--- src/hdl/ecmp_pkg.sv ---
// Shared constants, item types and hash helper functions for the ECMP path selector.
`default_nettype none

package ecmp_pkg;

    localparam int MAX_PATHS   = 4;
    localparam int PORT_FIELDS = 4;
    localparam int PATH_LIMIT  = (MAX_PATHS < PORT_FIELDS) ? MAX_PATHS : PORT_FIELDS;
    localparam int PORT_W      = 8;
    localparam int CNT_W       = 3;
    localparam int KEY_BYTES   = 12;

    localparam logic [31:0] MUR_C1 = 32'hcc9e2d51;
    localparam logic [31:0] MUR_C2 = 32'h1b873593;
    localparam logic [31:0] MUR_N  = 32'he6546b64;
    localparam logic [31:0] FMIX_1 = 32'h85ebca6b;
    localparam logic [31:0] FMIX_2 = 32'hc2b2ae35;

    localparam logic [7:0] PROTO_TCP  = 8'h06;
    localparam logic [7:0] PROTO_UDP  = 8'h11;
    localparam logic [7:0] PROTO_ACK  = 8'hFC;
    localparam logic [7:0] PROTO_NACK = 8'hFD;

    typedef logic [PORT_FIELDS-1:0][PORT_W-1:0] port_list_t;

    // Header fields as they arrive from the input channel.
    typedef struct packed {
        logic [31:0]       src_ip;
        logic [31:0]       dst_ip;
        logic [7:0]        protocol;
        logic [15:0]       src_port;
        logic [15:0]       dst_port;
        logic [CNT_W-1:0]  path_count;
        port_list_t        ports;
    } flow_t;

    // Routing side information that travels beside the hash.
    typedef struct packed {
        logic              bad;
        logic [CNT_W-1:0]  count;
        port_list_t        ports;
    } route_t;

    typedef struct packed {
        logic [2:0][31:0]  k;
        route_t            route;
    } keys_t;

    typedef struct packed {
        logic [31:0]       h;
        route_t            route;
    } hash_t;

    function automatic logic [31:0] rotl15(input logic [31:0] x);
        return {x[16:0], x[31:17]};
    endfunction

    // One body round of the hash: xor in the key word, rotate left by 13, times 5, plus the round constant.
    function automatic logic [31:0] mur_round(input logic [31:0] h, input logic [31:0] k);
        logic [31:0] x;
        logic [31:0] r;
        x = h ^ k;
        r = {x[18:0], x[31:19]};
        return (r << 2) + r + MUR_N;
    endfunction

endpackage

`default_nettype wire

--- src/hdl/ecmp_key_mix.sv ---
// Two pipeline stages that scramble the three key words and qualify the route fields.
`default_nettype none

module ecmp_key_mix
    import ecmp_pkg::*;
(
    input  wire logic  aclk,
    input  wire logic  aresetn,
    input  wire logic  in_valid,
    output logic       in_ready,
    input  wire flow_t in_flow,
    output logic       out_valid,
    input  wire logic  out_ready,
    output keys_t      out_keys
);

    logic   v1_reg, v2_reg;
    logic   ld1, ld2;
    keys_t  s1_reg, s1_next;
    keys_t  s2_reg, s2_next;

    assign ld2      = !v2_reg || out_ready;
    assign ld1      = !v1_reg || ld2;
    assign in_ready = ld1;

    always_comb begin
        logic [2:0][31:0] w;
        logic [CNT_W-1:0] cnt;
        w   = {{in_flow.dst_port, in_flow.src_port}, in_flow.dst_ip, in_flow.src_ip};
        cnt = in_flow.path_count;
        if (cnt == '0) begin
            cnt = CNT_W'(1);
        end else if (cnt > CNT_W'(PATH_LIMIT)) begin
            cnt = CNT_W'(PATH_LIMIT);
        end
        for (int i = 0; i < 3; i++) begin
            s1_next.k[i] = w[i] * MUR_C1;
        end
        s1_next.route.bad   = !((in_flow.protocol == PROTO_TCP) ||
                                (in_flow.protocol == PROTO_UDP) ||
                                (in_flow.protocol == PROTO_ACK) ||
                                (in_flow.protocol == PROTO_NACK));
        s1_next.route.count = cnt;
        s1_next.route.ports = in_flow.ports;
    end

    always_comb begin
        for (int i = 0; i < 3; i++) begin
            s2_next.k[i] = rotl15(s1_reg.k[i]) * MUR_C2;
        end
        s2_next.route = s1_reg.route;
    end

    always_ff @(posedge aclk) begin
        if (!aresetn) begin
            v1_reg <= 1'b0;
            v2_reg <= 1'b0;
        end else begin
            if (ld1) begin
                v1_reg <= in_valid;
            end
            if (ld2) begin
                v2_reg <= v1_reg;
            end
        end
    end

    always_ff @(posedge aclk) begin
        if (ld1) begin
            s1_reg <= s1_next;
        end
        if (ld2) begin
            s2_reg <= s2_next;
        end
    end

    assign out_valid = v2_reg;
    assign out_keys  = s2_reg;

endmodule

`default_nettype wire

--- config.mk ---
export PLATFORM = sky130hd
export DESIGN_NAME = ecmp_key_mix
export DESIGN_NICKNAME = d
export VERILOG_FILES = /design/src/hdl/ecmp_pkg.sv /design/src/hdl/ecmp_key_mix.sv
export SDC_FILE = /design/constraint.sdc
export NUM_CORES = 2
export LEC_CHECK = 0
export BUFFER_PORTS_ARGS = -buffer_cell sky130_fd_sc_hd__buf_2
export CAP_MARGIN = 25
export CORE_MARGIN = 5
export CORE_UTILIZATION = 65
export CTS_CLUSTER_SIZE = 8
export DETAILED_ROUTE_END_ITERATION = 8
export GPL_ROUTABILITY_DRIVEN = 0
export PLACE_DENSITY = 0.84
export SETUP_SLACK_MARGIN = 0.2
export SYNTH_ARGS = -nofsm -noshare
export SYNTH_HDL_FRONTEND = slang
export SYNTH_SLANG_ARGS = --single-unit
--- constraint.sdc ---
create_clock -name aclk -period 7 [get_ports aclk]
set_input_delay 0.35 -clock aclk [delete_from_list [all_inputs] [get_ports aclk]]
set_output_delay 0.35 -clock aclk [all_outputs]
set_load 0.1 [all_outputs]
==> results.cfg <==
[logic_synthesis]
syn-mean-instance-area_um2 = 10.7
netlist.area_leader.share = 0.340
synthesis.yosys.warnings = 0
mappedNetlistArea_mm2 = 0.0565
synth.top_cells.by_area = fa_1, ha_1, edfxtp_1
yosys.cell_types.count = 78
yosys_top_cell_by_area = fa_1
synthesized_nets = 7582
yosys_register_bits = 266
syn_inst = 5274
synth_async_sr_flop_share = 0
predominant_post_synthesis_flop_cell = edfxtp_1
yosysSeqAreaShare = 0.141
synth.cells.most_frequent = inv_1, ha_1, fa_1
synth_enable_flop_cells = 264
most_common_cell_in_the_synthesized_netlist = inv_1

[final_layout]
final_area_mm2 = 0.0614
finalNetCount = 8009
post_route_core_utilization = 0.710
antenna_cells = 0
syn2layout_area_growth_pct = 8.72
drive_above_1_share = 0.0791
fillerInstances = 5895

[global_route]
vias_in_the_first_global_route = 42100
grt_remaining_overflow = 0
grt_first_pass_wirelength_mm = 217
antenna_found_initial = 3
largest_net_degree_at_the_start_of_global_routing = 72
grt_util_all_layers = 0.291

[clocking]
tritoncts = built
cts_root_buffer = clkbuf_16
htreeDepth = 2
clk_latency_ps = 590
numClockSinks = 266
path_clk_slew_ps = 50
clock_tree.buffer_depth = 3
tritoncts.num_buffers = 40

[route]
detailedRoute.firstIterationViolations = 2514
route.vias.total = 37700
ant_nets = 0
detail_route.wirelength_mm = 133
via_per_inst = 5.48
post_drt_wl_per_cell_um = 19.4
drt-pass1-iter-count = 6
drc = 0

[floorplanning]
die_area_mm2 = 0.0929
area_of_the_core_region_mm2 = 0.0865
die_x_um = 305
placement_rows = 108
io_pins = 277
floorplan.die.height_um = 305
floorplan.initialDensity = 0.653

[sta]
worst_pin_slew_ps = 1030
max_slew_margin = 0.313
fin_skew_ps = 37.9
timing.final.crit_share = 0.947
min_period_ps = 6630
report.final.hold_viol_count = 0
fmax_ghz = 0.151
setup_tns_ps = 0
rsz0062_at_grt = false
timing.final.max_slew_violations = 0
finalSetupViolations = 0

[critical_path]
element_type_at_the_critical_path_end = flip-flop
arrival_ps = 6950
cp.required_ps = 7320
kind_of_critical_path = reg2reg
start_kind = flip-flop
critical_path_peak_fanout = 8

[placement]
post-dp-hpwl_mm = 115
numPortBuffers = 276
detailed_place.area_mm2 = 0.0596

[worst_hold_path]
holdCritPathClass = in2reg

[run]
drv.max_cap_violation_count = 0

[outcome]
outcome = finished clean
-- placed cells by master (no fill, tap or decap), types with 75 or more instances in the layout --
master and count:
ha_1 1201, xor2_1 75, a21oi_1 115, xnor2_1 292, nor2_1 102, fa_1 960
a21o_1 84, inv_1 1708, nand2_1 79, edfxtp_1 264, buf_4 79, buf_2 276
-- final cells by class --
type                            instances  area [um^2]  area share
Multi-Input combinational cell       3296        42100       0.686
Sequential cell                       266         7970       0.130
Inverter                             1709         6420       0.105
Timing Repair Buffer                  388         2310      0.0377
Tap cell                             1155         1450      0.0235
Clock buffer                           46         1020      0.0167
Clock inverter                          8         86.3     0.00141
-- path summary, 6_finish.rpt --
check	start	to	slack [ps]	depth (start not counted)
worst max-delay path	s1_reg[119]$_DFFE_PP_	out_keys[130]$_DFFE_PP_	370	21
worst min-delay path	in_valid	v1_reg$_SDFFE_PN0P_	30	3
worst max register to register	s1_reg[119]$_DFFE_PP_	out_keys[130]$_DFFE_PP_	370	21
worst min register to register	s1_reg[35]$_DFFE_PP_	out_keys[35]$_DFFE_PP_	400	0
-- metal layers --
metal | GRT usage | part of all wire | vias to the layer above
li1 | - | - | 17200
met1 | 0.394 | 0.41 | 18700
met2 | 0.487 | 0.48 | 1440
met3 | 0.0529 | 0.075 | 312
met4 | 0.0861 | 0.036 | 2
met5 | 0 | 0.000097 | -
-- metrics by stage --
stage	setup slack (ps)	hold WS, ps	instances
after floorplan	689	400	5274
after global placement	266	400	6740
after detailed placement	27.5	405	6740
after CTS	186	3.74	6826
after global routing	103	47.0	6868
final	371	31.2	6868
-- repair_timing --
action,4_1_cts,5_1_grt
setup endpoints to repair,5,20
resized for setup,2,14
endpoints found under the hold margin,32,0
setup buffers,0,42
pin swaps,0,4
hold buffers,32,0
-- critical path, cell delays in order (launching register included) --
cell and delay (ps):
edfxtp_1 510, ha_1 420, ha_2 450, xor2_1 110, ha_1 200, a31o_2 210, ha_1 200, fa_1 480
inv_1 60, fa_1 540, inv_1 50, fa_1 510, fa_1 420, ha_1 370, a21o_1 220, nor4b_2 290
o21ai_0 180, a221oi_2 350, o21ai_1 190, a211o_1 290, a21oi_1 210, xnor2_1 90
-- kinds of logic (layout without fill, tap and decap cells) --
logic type                 count (synthesis)  after routing  synth area share
and+or+nand+nor                          335            335            0.0285
xor gates and xnor gates                 367            367            0.0569
AOI/OAI and AO/OA                        429            429            0.0520
adders and majority gates               2165           2165             0.607
buffers and inverters                   1712           2151             0.114
DFF                                      266            266             0.141
Power is left out: the tool's default activity adds up to more than one toggle a clock period on the data nets, which glitch-free logic cannot reach.
