## src/hdl/ecmp_pkg.sv

```systemverilog
// Shared constants, item types and hash helper functions for the ECMP path selector.
`default_nettype none

package ecmp_pkg;

    localparam int MAX_PATHS   = 4;
    localparam int PORT_FIELDS = 4;
    localparam int PATH_LIMIT  = (MAX_PATHS < PORT_FIELDS) ? MAX_PATHS : PORT_FIELDS;
    localparam int PORT_W      = 8;
    localparam int CNT_W       = 3;
    localparam int KEY_BYTES   = 12;

    localparam logic [31:0] MUR_C1 = 32'hcc9e2d51;
    localparam logic [31:0] MUR_C2 = 32'h1b873593;
    localparam logic [31:0] MUR_N  = 32'he6546b64;
    localparam logic [31:0] FMIX_1 = 32'h85ebca6b;
    localparam logic [31:0] FMIX_2 = 32'hc2b2ae35;

    localparam logic [7:0] PROTO_TCP  = 8'h06;
    localparam logic [7:0] PROTO_UDP  = 8'h11;
    localparam logic [7:0] PROTO_ACK  = 8'hFC;
    localparam logic [7:0] PROTO_NACK = 8'hFD;

    typedef logic [PORT_FIELDS-1:0][PORT_W-1:0] port_list_t;

    // Header fields as they arrive from the input channel.
    typedef struct packed {
        logic [31:0]       src_ip;
        logic [31:0]       dst_ip;
        logic [7:0]        protocol;
        logic [15:0]       src_port;
        logic [15:0]       dst_port;
        logic [CNT_W-1:0]  path_count;
        port_list_t        ports;
    } flow_t;

    // Routing side information that travels beside the hash.
    typedef struct packed {
        logic              bad;
        logic [CNT_W-1:0]  count;
        port_list_t        ports;
    } route_t;

    typedef struct packed {
        logic [2:0][31:0]  k;
        route_t            route;
    } keys_t;

    typedef struct packed {
        logic [31:0]       h;
        route_t            route;
    } hash_t;

    function automatic logic [31:0] rotl15(input logic [31:0] x);
        return {x[16:0], x[31:17]};
    endfunction

    // One body round of the hash: xor in the key word, rotate left by 13, times 5, plus the round constant.
    function automatic logic [31:0] mur_round(input logic [31:0] h, input logic [31:0] k);
        logic [31:0] x;
        logic [31:0] r;
        x = h ^ k;
        r = {x[18:0], x[31:19]};
        return (r << 2) + r + MUR_N;
    endfunction

endpackage

`default_nettype wire

```

## src/hdl/ecmp_path_pick.sv

```systemverilog
// Two pipeline stages: last finalizer step, hash modulo path count, next-hop port select.
`default_nettype none

module ecmp_path_pick
    import ecmp_pkg::*;
(
    input  wire logic          aclk,
    input  wire logic          aresetn,
    input  wire logic          in_valid,
    output logic               in_ready,
    input  wire hash_t         in_hash,
    output logic               out_valid,
    input  wire logic          out_ready,
    output logic [PORT_W-1:0]  out_port,
    output logic [31:0]        hash_value,
    output logic               bad_protocol
);

    logic  v7_reg, v8_reg;
    logic  ld7, ld8;
    hash_t s7_reg, s7_next;
    logic  [5:0] dsum_reg, dsum_next;
    logic  [PORT_W-1:0] port_reg, port_next;
    logic  [31:0] hash_reg, hash_next;
    logic  bad_reg, bad_next;

    assign ld8      = !v8_reg || out_ready;
    assign ld7      = !v7_reg || ld8;
    assign in_ready = ld7;

    // Since 4 is 1 mod 3, the sum of the base-4 digits keeps the hash's residue mod 3.
    always_comb begin
        logic [31:0] h;
        h         = in_hash.h ^ (in_hash.h >> 16);
        dsum_next = '0;
        for (int i = 0; i < 16; i++) begin
            dsum_next = dsum_next + 6'(h[2*i +: 2]);
        end
        s7_next.h     = h;
        s7_next.route = in_hash.route;
    end

    always_comb begin
        logic [3:0] t;
        logic [1:0] mod3;
        logic [1:0] idx;
        t = 4'(dsum_reg[1:0]) + 4'(dsum_reg[3:2]) + 4'(dsum_reg[5:4]);
        if (t >= 4'd6) begin
            t = t - 4'd6;
        end
        if (t >= 4'd3) begin
            t = t - 4'd3;
        end
        mod3 = t[1:0];
        case (s7_reg.route.count)
            3'd2:    idx = {1'b0, s7_reg.h[0]};
            3'd3:    idx = mod3;
            3'd4:    idx = s7_reg.h[1:0];
            default: idx = 2'd0;
        endcase
        if (s7_reg.route.bad) begin
            port_next = '0;
            hash_next = '0;
        end else begin
            port_next = s7_reg.route.ports[idx];
            hash_next = s7_reg.h;
        end
        bad_next = s7_reg.route.bad;
    end

    always_ff @(posedge aclk) begin
        if (!aresetn) begin
            v7_reg <= 1'b0;
            v8_reg <= 1'b0;
        end else begin
            if (ld7) begin
                v7_reg <= in_valid;
            end
            if (ld8) begin
                v8_reg <= v7_reg;
            end
        end
    end

    always_ff @(posedge aclk) begin
        if (ld7) begin
            s7_reg   <= s7_next;
            dsum_reg <= dsum_next;
        end
        if (ld8) begin
            port_reg <= port_next;
            hash_reg <= hash_next;
            bad_reg  <= bad_next;
        end
    end

    assign out_valid    = v8_reg;
    assign out_port     = port_reg;
    assign hash_value   = hash_reg;
    assign bad_protocol = bad_reg;

endmodule

`default_nettype wire

```

## config.mk

```make
export PLATFORM = sky130hd
export DESIGN_NAME = ecmp_path_pick
export DESIGN_NICKNAME = d
export VERILOG_FILES = /design/src/hdl/ecmp_pkg.sv /design/src/hdl/ecmp_path_pick.sv
export SDC_FILE = /design/constraint.sdc
export NUM_CORES = 1
export LEC_CHECK = 0
export BUFFER_PORTS_ARGS = -buffer_cell sky130_fd_sc_hd__buf_4
export CORE_MARGIN = 2
export CORE_UTILIZATION = 45
export DETAILED_ROUTE_END_ITERATION = 16
export GPL_TIMING_DRIVEN = 0
export PLACE_DENSITY = 0.68
export SLEW_MARGIN = 25
export SYNTH_ARGS = -nofsm -noshare
export SYNTH_HDL_FRONTEND = slang
export SYNTH_SLANG_ARGS = --single-unit
```

## constraint.sdc

```tcl
create_clock -name aclk -period 12.5 [get_ports aclk]
set_input_delay 2.5 -clock aclk [delete_from_list [all_inputs] [get_ports aclk]]
set_output_delay 2.5 -clock aclk [all_outputs]
set_load 0.02 [all_outputs]
```

==> results_dict.tcl <==
set metrics [dict create \
    num_antenna_cells 0 \
    die_w_um 112 \
    p_comb_share_pct 38.3 \
    min_path_cells 1 \
    p_clk_share_pct 28.7 \
    syn_inst 321 \
    cp_max_fo 42 \
    synth_area_mm2 0.00523 \
    power.share.switching_pct 30.9 \
    power_leakage_uw 0.00308 \
    top_layer_used "met4" \
    drt_iter0_drc 253 \
    setup_viol 0 \
    ys_seq_elements 117 \
    period_needed_ns 6.30 \
    cts_buffer_depth 2 \
    grt_pass1_wl_um 15500 \
    viasPerCell 4.75 \
    cp_slowest_cell "nand2_4" \
    grt_usage_pct 16.8 \
    ys_seq_area_share_pct 66.8 \
    crit_top_cell "buf_4" \
    dp_hpwl_um 7300 \
    post-route-period-util_pct 50.4 \
    nNetsFinal 567 \
    synth.top_cell.area_share_pct 66.0 \
    start_util_pct 46.0 \
    p_per_area_mw_per_mm2 234 \
    drive_gt1_share_pct 31.3 \
    io_pins 115 \
    regToRegSetupSlack_ns 8.81 \
    gp_congestion 0.783 \
    timing.setup.tns_ns 0 \
    met1_length_um 4040 \
    cts_resized 0 \
    finalClockSkew_ns 0.00843 \
    max-vdd-ir-drop_mv 0.186 \
    drt-total-wl_um 9850 \
    fillers 887 \
    critical_path_arrival_ns 3.80 \
    coreArea_mm2 0.0114 \
    power_switching_uw 497 \
    htree_levels 4 \
    grt_max_degree 43 \
    synth.area.top_cells "edfxtp_1 66%, fa_1 11%, nor2b_1 4.2%, inv_1 3.9%, mux2i_1 3.3%" \
    finalMaxSlewViolations 0 \
    die_height_um 112 \
    wl_met2_um 4980 \
    start_kind "input port" \
    cts_buffers 17 \
    cts_tree "built" \
    clk_pin_slew_worst_paths_ns 0.05 \
    cts_sinks 117 \
    rows 39 \
    slew_headroom_pct 55.6 \
    critPathMaxStageDelay_ns 0.35 \
    clockRootBuffer "clkbuf_16" \
    antenna_found_initial 0 \
    cp_cell_sequence "buf_4 > nor2b_1 > nand2_4 > buf_12 > buf_4" \
    area_delta_synth_final_pct 31.3 \
    worstHoldStart "s7_reg[50]" \
    power.total_uw 1600 \
    cp.required_ns 10.00 \
    hold_path.class "reg2reg" \
    reg2reg_to "out_port[7]" \
    r2r-start "dsum_reg[1]" \
    syn-num-nets 432 \
    die_area_mm2 0.0125 \
    postCtsSetupRepairBufs 0 \
    drc_errors 0 \
    max_cap_viol_count 0 \
    drt_pass1_iterations 4 \
    p_int_uw 1110 \
    rsz0062_at_grt "no" \
    cp-end-kind "output pin" \
    rr_worst_depth 12 \
    synth.distinct_cells 30 \
    grt_pass1_vias 3060 \
    placement.io_buffers 114 \
    vias 2900 \
    largest_reg_flops 67 \
    hold_viol 0 \
    worst_pin_slew_ns 0.667 \
    syn_avg_cell_area_um2 16.3 \
    grt_overflow 0 \
    clk_latency_ns 0.41 \
    wl_per_cell_um 16.2 \
    p_seq_share_pct 33.0 \
    synth_warnings 0 \
    min_to "hash_value[14]" \
    yosys.area.top_type "edfxtp_1" \
    max_freq_mhz 159 \
    ant_nets 0 \
    postCtsHoldBufs 0 \
    routed-wl-met3_um 709 \
    criticalPathCategory "in2out" \
    outcome "completed" \
]
==> stage by stage <==
step                cells  util [%]  hold WS (ns)  area (um^2)  setup slack (ns)
finish                610      60.4         0.530         6870              6.20
CTS                   610      60.4         0.534         6870              6.17
global route          610      60.4         0.553         6870              6.10
floorplan             321         -         0.463         5230              5.74
detailed placement    580      55.5         0.522         6310              5.93
global placement      578      55.1         0.473         6260              4.57
==> cells in the mapped netlist <==
master,count
a211oi_2,1
a21oi_2,1
nand2b_1,1
dfxtp_1,2
buf_8,1
ha_1,11
mux2i_1,17
nand3b_1,1
clkbuf_1,3
nor3b_1,1
a21oi_1,2
nand3_1,1
or2b_1,1
xor2_1,12
nand2b_4,1
o21ai_0,3
nor2_1,3
and2_4,1
nand2_1,2
edfxtp_1,115
inv_1,55
nor2b_1,35
a31oi_1,1
fa_1,28
nand3b_2,1
o21a_1,1
xnor2_1,9
o22ai_1,8
a211oi_4,1
a21o_1,2
==> layout make-up <==
class | instances | area, um^2 | share of cell area, %
Sequential cell | 117 | 3490 | 50.9
Multi-Input combinational cell | 145 | 1510 | 22.0
Timing Repair Buffer | 116 | 896 | 13.0
Clock buffer | 23 | 448 | 6.52
Inverter | 55 | 206 | 3.01
Tap cell | 143 | 179 | 2.61
Clock inverter | 7 | 106 | 1.55
Buffer | 4 | 26.3 | 0.383
==> routing by layer <==
layer	track usage, %	vias up
li1	-	1365
met1	20.2	1430
met2	27.5	96
met3	7.02	9
met4	5.76	0
met5	0	-
==> critical path, delay by kind of cell <==
kind,cells,cell delay (ns)
simple gates,2,0.67
buf+inv,3,0.61
==> cell usage in the layout (no fill, tap or decap) <==
cell type / Yosys / routed
a211oi_2: 1 / 1
ha_1: 11 / 11
clkinv_1: 0 / 3
a21oi_2: 1 / 1
nand3_1: 1 / 1
a21o_1: 2 / 2
nand2_1: 2 / 1
inv_1: 55 / 54
o21ai_0: 3 / 3
edfxtp_1: 115 / 115
xor2_1: 12 / 12
nand2_4: 0 / 1
clkinv_2: 0 / 1
o21a_1: 1 / 1
and2_4: 1 / 1
nor2b_1: 35 / 35
dfxtp_1: 2 / 2
xnor2_1: 9 / 9
fa_1: 28 / 28
a211oi_4: 1 / 1
or2b_1: 1 / 1
nor2_1: 3 / 3
a31oi_1: 1 / 1
bufinv_16: 0 / 3
clkbuf_1: 3 / 9
nand2b_4: 1 / 1
clkbuf_16: 0 / 17
buf_4: 0 / 114
mux2i_1: 17 / 17
nor3b_1: 1 / 1
nand2b_1: 1 / 1
nand3b_2: 1 / 1
buf_12: 0 / 2
buf_8: 1 / 1
a21oi_1: 2 / 2
nand3b_1: 1 / 1
inv_2: 0 / 1
o22ai_1: 8 / 8
==> worst max-delay path by stage <==
stage / slack, ns / cells past startpoint / start / to
2_1_floorplan: 5.74 / 2 / out_ready / in_ready
3_3_place_gp: 4.57 / 4 / out_ready / in_ready
3_5_place_dp: 5.93 / 17 / in_hash[63] / dsum_reg[5]
4_1_cts: 6.17 / 5 / out_ready / in_ready
5_1_grt: 6.10 / 5 / out_ready / in_ready
6_report: 6.20 / 5 / out_ready / in_ready
==> kinds of logic (layout without fill, tap and decap cells) <==
kind of cell / count (synthesis) / after routing / synth area share, %
AOI/OAI and AO/OA: 20 / 20 / 2.78
xor gates and xnor gates: 21 / 21 / 3.52
adders and majority gates: 39 / 39 / 13.4
buffers and inverters: 59 / 205 / 4.45
DFF: 117 / 117 / 66.8
muxes: 17 / 17 / 3.25
and+or+nand+nor: 48 / 48 / 5.84
==> power by group through the flow <==
stage | registers (uW) | clock network, uW | logic (uW)
global route | 534 | 489 | 708
global placement | 536 | 0 | 588
finish | 529 | 460 | 615
detailed placement | 537 | 0 | 613
CTS | 530 | 470 | 626
floorplan | 562 | 0 | 431
No activity file was read; power rests on OpenSTA's default activity.
