**src/hdl/ecmp_pkg.sv**
```systemverilog
// Shared constants, item types and hash helper functions for the ECMP path selector.
`default_nettype none

package ecmp_pkg;

    localparam int MAX_PATHS   = 4;
    localparam int PORT_FIELDS = 4;
    localparam int PATH_LIMIT  = (MAX_PATHS < PORT_FIELDS) ? MAX_PATHS : PORT_FIELDS;
    localparam int PORT_W      = 8;
    localparam int CNT_W       = 3;
    localparam int KEY_BYTES   = 12;

    localparam logic [31:0] MUR_C1 = 32'hcc9e2d51;
    localparam logic [31:0] MUR_C2 = 32'h1b873593;
    localparam logic [31:0] MUR_N  = 32'he6546b64;
    localparam logic [31:0] FMIX_1 = 32'h85ebca6b;
    localparam logic [31:0] FMIX_2 = 32'hc2b2ae35;

    localparam logic [7:0] PROTO_TCP  = 8'h06;
    localparam logic [7:0] PROTO_UDP  = 8'h11;
    localparam logic [7:0] PROTO_ACK  = 8'hFC;
    localparam logic [7:0] PROTO_NACK = 8'hFD;

    typedef logic [PORT_FIELDS-1:0][PORT_W-1:0] port_list_t;

    // Header fields as they arrive from the input channel.
    typedef struct packed {
        logic [31:0]       src_ip;
        logic [31:0]       dst_ip;
        logic [7:0]        protocol;
        logic [15:0]       src_port;
        logic [15:0]       dst_port;
        logic [CNT_W-1:0]  path_count;
        port_list_t        ports;
    } flow_t;

    // Routing side information that travels beside the hash.
    typedef struct packed {
        logic              bad;
        logic [CNT_W-1:0]  count;
        port_list_t        ports;
    } route_t;

    typedef struct packed {
        logic [2:0][31:0]  k;
        route_t            route;
    } keys_t;

    typedef struct packed {
        logic [31:0]       h;
        route_t            route;
    } hash_t;

    function automatic logic [31:0] rotl15(input logic [31:0] x);
        return {x[16:0], x[31:17]};
    endfunction

    // One body round of the hash: xor in the key word, rotate left by 13, times 5, plus the round constant.
    function automatic logic [31:0] mur_round(input logic [31:0] h, input logic [31:0] k);
        logic [31:0] x;
        logic [31:0] r;
        x = h ^ k;
        r = {x[18:0], x[31:19]};
        return (r << 2) + r + MUR_N;
    endfunction

endpackage

`default_nettype wire

```
**src/hdl/ecmp_hash_core.sv**
```systemverilog
// Four pipeline stages: hash body rounds under the seed, then the first finalizer steps.
`default_nettype none

module ecmp_hash_core
    import ecmp_pkg::*;
(
    input  wire logic        aclk,
    input  wire logic        aresetn,
    input  wire logic [31:0] seed,
    input  wire logic        in_valid,
    output logic             in_ready,
    input  wire keys_t       in_keys,
    output logic             out_valid,
    input  wire logic        out_ready,
    output hash_t            out_hash
);

    logic  v3_reg, v4_reg, v5_reg, v6_reg;
    logic  ld3, ld4, ld5, ld6;
    logic  [31:0] k2_reg;
    hash_t s3_reg, s3_next;
    hash_t s4_reg, s4_next;
    hash_t s5_reg, s5_next;
    hash_t s6_reg, s6_next;

    assign ld6      = !v6_reg || out_ready;
    assign ld5      = !v5_reg || ld6;
    assign ld4      = !v4_reg || ld5;
    assign ld3      = !v4_reg || ld4 || !v3_reg;
    assign in_ready = !v3_reg || ld4;

    always_comb begin
        s3_next.h     = mur_round(mur_round(seed, in_keys.k[0]), in_keys.k[1]);
        s3_next.route = in_keys.route;
    end

    always_comb begin
        logic [31:0] h;
        h = mur_round(s3_reg.h, k2_reg) ^ 32'(KEY_BYTES);
        s4_next.h     = h ^ (h >> 16);
        s4_next.route = s3_reg.route;
    end

    always_comb begin
        s5_next.h     = s4_reg.h * FMIX_1;
        s5_next.route = s4_reg.route;
    end

    always_comb begin
        s6_next.h     = (s5_reg.h ^ (s5_reg.h >> 13)) * FMIX_2;
        s6_next.route = s5_reg.route;
    end

    always_ff @(posedge aclk) begin
        if (!aresetn) begin
            v3_reg <= 1'b0;
            v4_reg <= 1'b0;
            v5_reg <= 1'b0;
            v6_reg <= 1'b0;
        end else begin
            if (in_ready) begin
                v3_reg <= in_valid;
            end
            if (ld4) begin
                v4_reg <= v3_reg;
            end
            if (ld5) begin
                v5_reg <= v4_reg;
            end
            if (ld6) begin
                v6_reg <= v5_reg;
            end
        end
    end

    always_ff @(posedge aclk) begin
        if (in_ready && ld3) begin
            s3_reg <= s3_next;
            k2_reg <= in_keys.k[2];
        end
        if (ld4) begin
            s4_reg <= s4_next;
        end
        if (ld5) begin
            s5_reg <= s5_next;
        end
        if (ld6) begin
            s6_reg <= s6_next;
        end
    end

    assign out_valid = v6_reg;
    assign out_hash  = s6_reg;

endmodule

`default_nettype wire

```
**config.mk**
```make
export PLATFORM = sky130hd
export DESIGN_NAME = ecmp_hash_core
export DESIGN_NICKNAME = d
export VERILOG_FILES = /design/src/hdl/ecmp_pkg.sv /design/src/hdl/ecmp_hash_core.sv
export SDC_FILE = /design/constraint.sdc
export NUM_CORES = 2
export LEC_CHECK = 0
export ABC_AREA = 1
export BUFFER_PORTS_ARGS = -buffer_cell sky130_fd_sc_hd__buf_2
export CAP_MARGIN = 20
export CELL_PAD_IN_SITES_DETAIL_PLACEMENT = 1
export CELL_PAD_IN_SITES_GLOBAL_PLACEMENT = 1
export CORE_UTILIZATION = 35
export DETAILED_ROUTE_END_ITERATION = 8
export PLACE_DENSITY = 0.64
export SLEW_MARGIN = 20
export SYNTH_ARGS = -nofsm -noshare
export SYNTH_HDL_FRONTEND = slang
export SYNTH_SLANG_ARGS = --single-unit
```
**constraint.sdc**
```tcl
create_clock -name aclk -period 8.86 [get_ports aclk]
set_clock_uncertainty 0.2 [all_clocks]
set_input_delay 1.329 -clock aclk [delete_from_list [all_inputs] [get_ports aclk]]
set_output_delay 1.329 -clock aclk [all_outputs]
set_load 0.03 [all_outputs]
```
==> results.md <==
- The slowest cell on the critical path is sky130_fd_sc_hd__xor2_1.
- The Yosys step of the flow raised 0 warnings.
- Among cell families on the critical path, the largest total delay comes from adder cells.
- The synthesized netlist contains 44 unique library cells.
- The tightest min-delay check is of the reg -> reg type.
- The routability congestion estimate is slightly above 0.9.
- The number of enable-type register cells in the synthesized netlist is 304.
- The clock tree synthesis step divided the H-tree into 2 levels.
- The number of nets handed over by synthesis was 4,810.
- On the worst path, the slowest cell contributes a delay of 580 ps.
- The HPWL after detailed placement is between 90,000 and 100,000 um.
- After synthesis, the share of flip-flops with an asynchronous set or reset is 0%.
- The dominant synthesized flop cell is sky130_fd_sc_hd__edfxtp_1.
- In this run the mean area of a mapped cell was roughly 9.6 sq um.
- The residual antenna-violating net count after detailed routing is 0.
- The number of synthesized register bits is about 300.
- In this run the tightest slew margin relative to its limit is 31.01%.
- The core region is 100,300 sq um.
- The floorplan step set the die width to around 320 um.
- The die covers 102,600 sq um.
- STA classifies the critical path endpoint as a register.
- The clock tree root buffer cell is sky130_fd_sc_hd__clkbuf_16.
- The aggregate global-route resource usage is 20.86%.
- The end point of the worst hold path is out_hash[16].
- For this configuration, the core starts out at a cell density of 35.37%.
- Static timing analysis puts the maximum clock frequency at approximately 130 MHz.
- The cell area that synthesis handed to floorplanning was approximately 35,000 sq um.
- Hold repair after CTS inserted 0 buffers.
- The cell count after synthesis came out at 3,705.
- The class of the most critical setup path is reg -> reg.
- The worst setup slack for register-to-register paths is between 1000 and 1500 ps.
- The number of buffer and inverter instances along the worst setup path is 7.
- The library cell used most frequently in the layout, excluding fill and tap cells, is sky130_fd_sc_hd__inv_1.
- On the final layout, the worst hold slack is 196.3 ps.
- The logic depth of the worst path, buffers included is 25.
- Port buffering added 237 buffers.
- The number of failing hold endpoints at the final stage was 0.
- The fraction of layout cells with a size suffix above 1 is 8.215%.
- The chip height is 320.4 um.
- Post-CTS repair changed the size of 0 cells.
- The number of buffers inserted during clock tree synthesis is 37.
- The total I/O pin count is 238.
- The post-CTS clock slew at the launch and capture registers of the worst setup and hold paths is 70 ps.
- The via count of the routed design is ~25,000.
- The wire length per cell is just under 20 um.
- Across the run, the number of max-cap violations was 0.
- The setup TNS is 0 ps.
- The category of the worst setup path launch point is a register.
- After detailed routing, the number of remaining DRC violations is 0.
- The first global-routing pass estimated 161,100 um of wire.
- The slew at the pin closest to its max-slew limit is 1035 ps.
- The first TritonRoute pass finished after 5 iterations.
- In this run the post-CTS setup repair buffer count came out at 0.
- In this run the critical register-to-register path is launched from s5_reg[56].
- The top cell types in the final layout, fill and taps aside, are sky130_fd_sc_hd__inv_1, sky130_fd_sc_hd__ha_1, sky130_fd_sc_hd__nand2_1.
- For this design, the sink count on the clock tree is 308.
- Dividing the final minimum period by the clock period gives between 80% and 90%.
- The flow ran to the end, and the final reports show no timing, DRC or antenna violations.
- Entering global routing, the biggest net connects 70 pins.
- The worst path arrival time is 7650 ps.
- The number of violations reported at the end of detailed-routing iteration 0 is 1,172.
- The maximum net fanout on the critical path is 7.
- The worst register-to-register path ends at out_hash[57].
- After detailed routing, the total wire length is 104,600 um.
- Row generation in the floorplan step produced 116 rows.
- The number of stages on the worst hold path is 0.
- The later pin in the worst-skew pair is clocked with a latency of 560 ps.
- Setup violations remaining at the end of the flow were counted as 0.
- The initial antenna violation count is 14.
- In this run the most critical hold path is launched from s5_reg[16].
- The clock passes through at most 3 buffers.
- Setup repair after global routing left no endpoint under its margin.
- Across the whole layout, storage elements account for 9209 sq um.
- The number of global-route vias before repair came to 27,500.
- The clock period could shrink to 7537 ps.
- STA puts the critical path data required time at around 9000 ps.
- The via density per instance is 4.714.
- In the final layout, the multi-input gates occupy 22,580 sq um.
- The max-slew violation count is 0.
- The total congestion overflow after global routing is 0.
- TritonCTS built the clock tree.
- Relative to the synthesized area, the layout overhead comes to 11.79%.
- The number of cells on the worst reg-to-reg path is 25.
- After synthesis, flip-flops and latches occupy 25.96% of the total area.
- The filler cell count in the final layout is 11,610.
- In the final design database the tool counted 5,095 nets.
## synth_stat cells (5+ instances only)
library cell | n | area, sq um
sky130_fd_sc_hd__ha_1 | 543 | 6794
sky130_fd_sc_hd__edfxtp_1 | 304 | 9129
sky130_fd_sc_hd__nand2_1 | 513 | 1926
sky130_fd_sc_hd__o21bai_1 | 19 | 142.6
sky130_fd_sc_hd__nor3_1 | 28 | 140.1
sky130_fd_sc_hd__nand3b_1 | 13 | 97.59
sky130_fd_sc_hd__nand4_1 | 22 | 137.6
sky130_fd_sc_hd__or2_1 | 5 | 31.28
sky130_fd_sc_hd__nand3_1 | 117 | 585.6
sky130_fd_sc_hd__o21ai_0 | 73 | 365.4
sky130_fd_sc_hd__nor2_1 | 168 | 630.6
sky130_fd_sc_hd__a21boi_0 | 6 | 45.04
sky130_fd_sc_hd__o211ai_1 | 9 | 67.56
sky130_fd_sc_hd__inv_1 | 984 | 3694
sky130_fd_sc_hd__o21ai_1 | 8 | 40.04
sky130_fd_sc_hd__nor4_1 | 5 | 31.28
sky130_fd_sc_hd__a21oi_1 | 158 | 790.8
sky130_fd_sc_hd__a21o_1 | 17 | 127.6
sky130_fd_sc_hd__xnor2_1 | 131 | 1147
sky130_fd_sc_hd__xor2_1 | 129 | 1130
sky130_fd_sc_hd__nand2_2 | 6 | 37.54
sky130_fd_sc_hd__fa_1 | 394 | 7888
sky130_fd_sc_hd__o21a_1 | 7 | 52.55
sky130_fd_sc_hd__a31oi_1 | 6 | 37.54
## how the worst max path moves through the flow
stage | start | slack (ps) | to
final | s5_reg[56] | 1320 | out_hash[57]
after detailed placement | s5_reg[56] | 1400 | out_hash[57]
after CTS | s5_reg[56] | 1380 | out_hash[57]
after global routing | s5_reg[56] | 910 | out_hash[57]
after floorplan | out_ready | 1550 | k2_reg[0]
after global placement | s5_reg[56] | 1480 | out_hash[57]
## final cells by class
| cell class | instances | area share (%) |
|---|---|---|
| tap | 1357 | 4.281 |
| clock inverter | 23 | 0.6688 |
| sequential | 308 | 23.22 |
| inverter | 986 | 9.341 |
| clock buffer | 43 | 2.391 |
| multi-input combinational | 2411 | 56.92 |
| timing repair buffer | 246 | 3.161 |
| antenna | 3 | 0.01893 |
## worst register-to-register path: cells and delay by family (launching register included)
kind                     cells  cell delay (ps)
AND/OR/NAND/NOR              4              590
adder cells (fa/ha/maj)      8             3580
buffers and inverters        7              590
XOR/XNOR                     2              730
flip-flops                   1              530
AO/OA/AOI/OAI                4             1070
## per-stage QoR
stage | worst slack [ps] | area, sq um | cells | util, %
2_1_floorplan | 1555 | 35480 | 3705 | -
3_3_place_gp | 1482 | 38440 | 5308 | 38.33
3_5_place_dp | 1397 | 38440 | 5308 | 38.33
4_1_cts | 1382 | 39650 | 5374 | 39.54
5_1_grt | 914.5 | 39650 | 5374 | 39.54
6_report | 1323 | 39660 | 5377 | 39.55
## logic make-up after synthesis
kind of cell,synth area share [%]
flip-flops,25.96
AND/OR/NAND/NOR,10.40
XOR/XNOR,6.602
AO/OA/AOI/OAI,5.227
adder cells (fa/ha/maj),41.38
buffers and inverters,10.43
## routing by layer
| layer | track usage [%] | part of all wire [%] | vias up |
|---|---|---|---|
| li1 | - | - | 12240 |
| met1 | 28.02 | 45 | 12570 |
| met2 | 36.05 | 48 | 441 |
| met3 | 2.987 | 4.9 | 86 |
| met4 | 3.317 | 1.4 | 12 |
| met5 | 0 | 0.073 | - |
Power is not shown: default switching activity piles up to over one toggle a cycle in this logic, so the estimate is an artifact.
